**src/rtl/core/modexp_pkg.sv**
```systemverilog
// Shared widths, constants and controller states for the modular exponentiation unit.
// No dependencies; used by modular_exponentiation_unit.
package modexp_pkg;

	// exponent bits scanned, most significant first
	localparam int EXP_BITS  = 32;
	// modulus width; products of two residues fit 2*MOD_BITS bits
	localparam int MOD_BITS  = 31;
	// fixed field widths of the stream interface
	localparam int BASE_W    = 32;
	localparam int EXP_W     = 32;
	localparam int RES_W     = 31;
	localparam int CFG_W     = 31;
	localparam int IN_DATA_W  = 64;
	localparam int OUT_DATA_W = 32;

	// multiplier shift register holds either the base or a residue
	localparam int MPLR_W = (BASE_W > MOD_BITS) ? BASE_W : MOD_BITS;
	// step counter over multiplier bits, bit counter over exponent bits
	localparam int STEP_W = (MPLR_W > 1) ? $clog2(MPLR_W) : 1;
	localparam int BIT_W  = (EXP_BITS > 1) ? $clog2(EXP_BITS) : 1;
	// extended width for the add/subtract candidates, with a sign bit
	localparam int EXT_W  = MOD_BITS + 3;

	localparam logic [CFG_W-1:0] MODULUS_RESET = CFG_W'(1000000007);

	typedef enum logic [2:0] {
		ST_IDLE,
		ST_REDUCE,
		ST_SQUARE,
		ST_MULT,
		ST_FINISH
	} state_t;

	typedef enum logic [1:0] {
		ADD_ONE,
		ADD_ACC,
		ADD_BASE
	} addend_sel_t;

endpackage

```
**src/rtl/core/modular_exponentiation_unit.sv**
```systemverilog
// Modular exponentiation unit: base^exponent mod modulus by square-and-multiply.
// Throughput: one request at a time; a bit-serial modular multiplier retires one
// multiplier bit per cycle and is shared by base reduction, squaring and multiplying.
// Reset (arst_n, asynchronous): controller idle, output empty, modulus 1000000007.
module modular_exponentiation_unit (
	input  logic                                    clk,
	input  logic                                    arst_n,
	// input stream
	input  logic                                    s_axis_tvalid,
	output logic                                    s_axis_tready,
	input  logic [modexp_pkg::IN_DATA_W-1:0]        s_axis_tdata,  // base [31:0], exponent [63:32]
	// result stream
	output logic                                    m_axis_tvalid,
	input  logic                                    m_axis_tready,
	output logic [modexp_pkg::OUT_DATA_W-1:0]       m_axis_tdata,  // power_result [30:0], zero [31]
	// modulus register write
	input  logic                                    cfg_we,
	input  logic [modexp_pkg::CFG_W-1:0]            cfg_wdata
);

	localparam int W = modexp_pkg::MOD_BITS;
	localparam int X = modexp_pkg::EXT_W;

	modexp_pkg::state_t               state_q, state_d;
	modexp_pkg::addend_sel_t          addend_sel;

	logic [W-1:0]                     mod_q;      // configured modulus
	logic [W-1:0]                     m_q;        // modulus in use for this request
	logic [W-1:0]                     b_q;        // base reduced modulo m_q
	logic [W-1:0]                     acc_q;      // running power
	logic [W-1:0]                     r_q;        // partial product of the serial multiplier
	logic [modexp_pkg::MPLR_W-1:0]    mplr_q;     // multiplier bits, MSB first
	logic [modexp_pkg::EXP_W-1:0]     exp_q;      // exponent bits, MSB first
	logic [modexp_pkg::STEP_W-1:0]    step_q;
	logic [modexp_pkg::BIT_W-1:0]     bit_q;
	logic                             out_valid_q;
	logic [W-1:0]                     out_data_q;

	logic [modexp_pkg::BASE_W-1:0]    in_base;
	logic [modexp_pkg::EXP_W-1:0]     in_exp;
	logic                             in_fire;
	logic                             mul_active;
	logic                             last_step;
	logic                             last_bit;
	logic                             out_load;
	logic [W-1:0]                     addend;
	logic [X-1:0]                     r2, a_x, m_x, t1, t2, t3, t4;
	logic [W-1:0]                     r_next;

	assign in_base = s_axis_tdata[modexp_pkg::BASE_W-1:0];
	assign in_exp  = s_axis_tdata[modexp_pkg::BASE_W +: modexp_pkg::EXP_W];
	assign in_fire = s_axis_tvalid && s_axis_tready;

	// last multiplier bit: base reduction scans the base, the others scan a residue
	assign last_step = (state_q == modexp_pkg::ST_REDUCE)
		? (step_q == modexp_pkg::STEP_W'(modexp_pkg::BASE_W - 1))
		: (step_q == modexp_pkg::STEP_W'(W - 1));
	assign last_bit = (bit_q == modexp_pkg::BIT_W'(modexp_pkg::EXP_BITS - 1));

	// next state
	always_comb begin
		state_d = state_q;
		case (state_q)
			modexp_pkg::ST_IDLE: begin
				if (s_axis_tvalid) begin
					if (in_exp[modexp_pkg::EXP_BITS-1:0] == '0)
						state_d = modexp_pkg::ST_FINISH;
					else
						state_d = modexp_pkg::ST_REDUCE;
				end
			end
			modexp_pkg::ST_REDUCE: begin
				if (last_step)
					state_d = modexp_pkg::ST_SQUARE;
			end
			modexp_pkg::ST_SQUARE: begin
				if (last_step) begin
					if (exp_q[modexp_pkg::EXP_W-1])
						state_d = modexp_pkg::ST_MULT;
					else if (last_bit)
						state_d = modexp_pkg::ST_FINISH;
				end
			end
			modexp_pkg::ST_MULT: begin
				if (last_step)
					state_d = last_bit ? modexp_pkg::ST_FINISH : modexp_pkg::ST_SQUARE;
			end
			modexp_pkg::ST_FINISH: begin
				if (!out_valid_q || m_axis_tready)
					state_d = modexp_pkg::ST_IDLE;
			end
			default: state_d = modexp_pkg::ST_IDLE;
		endcase
	end

	// controller outputs
	always_comb begin
		s_axis_tready = 1'b0;
		mul_active    = 1'b0;
		out_load      = 1'b0;
		addend_sel    = modexp_pkg::ADD_ONE;
		case (state_q)
			modexp_pkg::ST_IDLE:   s_axis_tready = 1'b1;
			modexp_pkg::ST_REDUCE: begin
				mul_active = 1'b1;
				addend_sel = modexp_pkg::ADD_ONE;
			end
			modexp_pkg::ST_SQUARE: begin
				mul_active = 1'b1;
				addend_sel = modexp_pkg::ADD_ACC;
			end
			modexp_pkg::ST_MULT: begin
				mul_active = 1'b1;
				addend_sel = modexp_pkg::ADD_BASE;
			end
			modexp_pkg::ST_FINISH: out_load = !out_valid_q || m_axis_tready;
			default: ;
		endcase
	end

	always_comb begin
		case (addend_sel)
			modexp_pkg::ADD_ONE:  addend = W'(1);
			modexp_pkg::ADD_ACC:  addend = acc_q;
			modexp_pkg::ADD_BASE: addend = b_q;
			default:              addend = W'(1);
		endcase
	end

	// one serial step: r = 2r (+ addend) mod m, all candidates formed in parallel
	always_comb begin
		r2 = X'(r_q) << 1;
		a_x = X'(addend);
		m_x = X'(m_q);
		t1 = r2 - m_x;
		t2 = r2 + a_x;
		t3 = t2 - m_x;
		t4 = t2 - (m_x << 1);
		if (mplr_q[modexp_pkg::MPLR_W-1]) begin
			if (!t4[X-1])
				r_next = t4[W-1:0];
			else if (!t3[X-1])
				r_next = t3[W-1:0];
			else
				r_next = t2[W-1:0];
		end else begin
			r_next = t1[X-1] ? r2[W-1:0] : t1[W-1:0];
		end
	end

	// modulus register
	always_ff @(posedge clk or negedge arst_n) begin
		if (!arst_n)
			mod_q <= modexp_pkg::MODULUS_RESET[W-1:0];
		else if (cfg_we)
			mod_q <= cfg_wdata[W-1:0];
	end

	// control state
	always_ff @(posedge clk or negedge arst_n) begin
		if (!arst_n) begin
			state_q     <= modexp_pkg::ST_IDLE;
			out_valid_q <= 1'b0;
		end else begin
			state_q <= state_d;
			if (out_load)
				out_valid_q <= 1'b1;
			else if (m_axis_tready)
				out_valid_q <= 1'b0;
		end
	end

	// datapath
	always_ff @(posedge clk) begin
		if (out_load)
			out_data_q <= acc_q;
		if (in_fire) begin
			// a zero modulus acts as a modulus of one
			m_q    <= (mod_q == '0) ? W'(1) : mod_q;
			exp_q  <= in_exp << (modexp_pkg::EXP_W - modexp_pkg::EXP_BITS);
			acc_q  <= W'(1);
			r_q    <= '0;
			step_q <= '0;
			bit_q  <= '0;
			mplr_q <= modexp_pkg::MPLR_W'(in_base) << (modexp_pkg::MPLR_W - modexp_pkg::BASE_W);
		end else if (mul_active) begin
			if (!last_step) begin
				// advance one multiplier bit
				r_q    <= r_next;
				mplr_q <= mplr_q << 1;
				step_q <= step_q + 1'b1;
			end else begin
				// product done: store it and restart the multiplier
				r_q    <= '0;
				step_q <= '0;
				case (state_q)
					modexp_pkg::ST_REDUCE: begin
						b_q    <= r_next;
						mplr_q <= modexp_pkg::MPLR_W'(acc_q) << (modexp_pkg::MPLR_W - W);
					end
					modexp_pkg::ST_SQUARE: begin
						acc_q  <= r_next;
						mplr_q <= modexp_pkg::MPLR_W'(r_next) << (modexp_pkg::MPLR_W - W);
						if (!exp_q[modexp_pkg::EXP_W-1]) begin
							exp_q <= exp_q << 1;
							bit_q <= bit_q + 1'b1;
						end
					end
					modexp_pkg::ST_MULT: begin
						acc_q  <= r_next;
						mplr_q <= modexp_pkg::MPLR_W'(r_next) << (modexp_pkg::MPLR_W - W);
						exp_q  <= exp_q << 1;
						bit_q  <= bit_q + 1'b1;
					end
					default: ;
				endcase
			end
		end
	end

	assign m_axis_tvalid = out_valid_q;
	assign m_axis_tdata  = modexp_pkg::OUT_DATA_W'(out_data_q);

endmodule

```
**config.mk**
```make
export PLATFORM = sky130hd
export DESIGN_NAME = modular_exponentiation_unit
export DESIGN_NICKNAME = d
export VERILOG_FILES = /design/src/rtl/core/modexp_pkg.sv /design/src/rtl/core/modular_exponentiation_unit.sv
export SDC_FILE = /design/constraint.sdc
export NUM_CORES = 1
export LEC_CHECK = 0
export ABC_AREA = 1
export BUFFER_PORTS_ARGS = -buffer_cell sky130_fd_sc_hd__buf_2
export CAP_MARGIN = 30
export CORE_MARGIN = 5
export CORE_UTILIZATION = 45
export DETAILED_ROUTE_END_ITERATION = 10
export GPL_TIMING_DRIVEN = 0
export PLACE_DENSITY = 0.73
export SYNTH_ARGS = -nofsm -noshare
export SYNTH_HDL_FRONTEND = slang
export SYNTH_SLANG_ARGS = --single-unit
```
**constraint.sdc**
```tcl
create_clock -name clk -period 8.2 [get_ports clk]
set_clock_uncertainty 0.2 [all_clocks]
set_input_delay 1.23 -clock clk [delete_from_list [all_inputs] [get_ports clk]]
set_output_delay 1.23 -clock clk [all_outputs]
set_load 0.02 [all_outputs]
```
==> impl_metrics.json <==
{
  "nNetsFinal": 3292,
  "via_count": 19800,
  "layout_common_cells": "819 x nand2_1, 336 x inv_1, 290 x a21oi_1",
  "rsz0062_at_grt": "no",
  "slew_viol_final": 0,
  "netlist_instances": 2895,
  "synth-edff-count": 157,
  "worst_slack_ns": 1.03,
  "setup_tns_ns": 0,
  "cts_setup_buffers": 0,
  "cp.required_ns": 8.33,
  "rows": 78,
  "dp_slack_ns": 1.19,
  "finalInstanceArea_sq_um": 23000,
  "clk_latency_ns": 0.58,
  "cts_tree": "built",
  "cts_buffers": 28,
  "layoutNonFillerInstCount": 3682,
  "num_io_pins": 134,
  "diodes": 0,
  "holdWs_ns": 0.266,
  "die_w_um": 224,
  "cp_common_cell": "nand2_1",
  "ys_ff_latch": 264,
  "cts_resized": 0,
  "critPathSlowestCell": "clkbuf_1",
  "antenna_found_initial": 0,
  "synth_nets": 3127,
  "grt_use_total": 0.260,
  "wl_um": 67900,
  "hpwlAfterDp_um": 56700,
  "dp_cells": 3630,
  "fin_crit_sh": 0.874,
  "drt-pass1-iter-count": 7,
  "ys_seq_area_frac": 0.342,
  "synth-async-reset-ratio": 0.133,
  "ir_drop_v": 0.000257,
  "gp_congestion": 1.04,
  "synthFlopType": "edfxtp_1",
  "power.leakage_nw": 10.7,
  "cts_hold_buffers": 0,
  "drive_gt1_frac": 0.122,
  "grt_overflow": 0,
  "outcome": "complete, no violations",
  "postSynthAreaPerCell_sq_um": 7.12,
  "cpPeakStageDelay_ns": 0.48,
  "holdCritPathClass": "flop to flop",
  "cp-end-kind": "flop",
  "final_util": 0.509,
  "htree_levels": 1,
  "worst_pin_slew_ns": 0.929,
  "port_buffers": 131,
  "grt_max_degree": 36,
  "power_density_nw_per_um2": 390,
  "vias_per_cell": 5.39,
  "synth.distinct_cells": 59,
  "clk_path_buf_depth": 3,
  "path_class": "flop to flop",
  "maxCapViolCount": 0,
  "cts.clk_slew.worst_paths_ns": 0.06,
  "grt_pass1_wl_um": 103000,
  "clock_sinks": 264,
  "path_max_fanout": 10,
  "first_iter_violations": 2000,
  "dieArea_sq_um": 50200,
  "grt_pass1_vias": 18300,
  "die_y_um": 224,
  "p_total_mw": 8.99,
  "ys_warn_count": 0,
  "start_kind": "flop",
  "fin_crit_ns": 7.17,
  "relSlewSlack": 0.379,
  "coreArea_sq_um": 45300,
  "wire_per_inst_um": 18.5,
  "synthToLayoutAreaGrowth_pct": 11.8,
  "remaining_drc_errors": 0,
  "clock-root-buffer": "clkbuf_16",
  "place_area_sq_um": 22100,
  "hold_viol": 0,
  "ant_nets": 0,
  "arrival_ns": 7.30,
  "final_common_cell": "nand2_1",
  "syn-cell-area_sq_um": 20600,
  "initial_core_util": 0.455,
  "fmax_ghz": 0.140,
  "setup_viol": 0
}
[routing by layer]
| layer | track usage | share of wire | routed length (um) |
|---|---|---|---|
| met5 | 0 | 0 | 0 |
| met4 | 0.0887 | 0.037 | 2530 |
| met3 | 0.0452 | 0.090 | 6110 |
| met2 | 0.409 | 0.44 | 30100 |
| met1 | 0.363 | 0.43 | 29200 |
[final cells by class]
| cell class | instances | area, sq um |
|---|---|---|
| fillers | 4624 | 22200 |
| multi-input cells | 2173 | 11800 |
| flip-flops and latches | 264 | 7050 |
| inverters | 347 | 1300 |
| clock buffers | 41 | 801 |
| well taps | 600 | 751 |
| repair buffers | 135 | 743 |
| plain buffers | 111 | 512 |
| clock inverters | 11 | 108 |
[Yosys cell counts (all sizes together) (27+ instances only)]
master,number,area share
a21oi,309,0.079
buf,27,0.0095
clkbuf,84,0.015
dfxtp,72,0.070
edfxtp,157,0.23
ha,128,0.078
inv,345,0.063
nand2,858,0.16
nand3,250,0.067
nand4,40,0.012
nor2,239,0.046
o21ai,93,0.024
xor2,53,0.023
[cell families after synthesis]
family | after synthesis | share of synthesized area
AND/OR/NAND/NOR | 1475 | 0.314
AO/OA/AOI/OAI | 462 | 0.127
buffers and inverters | 458 | 0.0880
flip-flops | 264 | 0.342
adder cells (fa/ha/maj) | 132 | 0.0816
XOR/XNOR | 78 | 0.0332
multiplexers | 25 | 0.0137
other | 1 | 0.000182
[critical path, delay by kind of cell (launching register included)]
family / cells / cell delay [ns]
buf+inv: 8 / 1.72
simple gates: 18 / 2.64
flops: 1 / 0.41
fa+ha+maj: 3 / 1.16
compound gates: 5 / 0.51
xor+xnor: 1 / 0.25
[flip-flops by register name, summed over array words and instances, names as in the netlist, 3 cells and up]
signal      flops
state_q         3
m_q            31
r_q            31
step_q          5
mplr_q         32
acc_q          31
exp_q          32
b_q            31
mod_q          31
out_data_q     31
bit_q           5
[power by group]
part | total (mW) | internal (mW) | switching [mW]
registers | 2.02 | 1.85 | 0.170
clock network | 1.25 | 0.712 | 0.540
logic | 5.72 | 1.84 | 3.88
[path summary, 6_finish.rpt]
path	startpoint	to	slack (ns)	cells past startpoint
hold reg to reg	bit_q[3]	bit_q[3]	0.27	1
min in group asynchronous	arst_n	mod_q[10]	0.54	1
setup / recovery	state_q[2]	mplr_q[15]	1.03	35
hold / removal	bit_q[3]	bit_q[3]	0.27	1
setup reg to reg	state_q[2]	mplr_q[15]	1.03	35
max in group asynchronous	arst_n	mod_q[7]	6.76	1
Note: power is estimated with default switching activity, not from simulation.
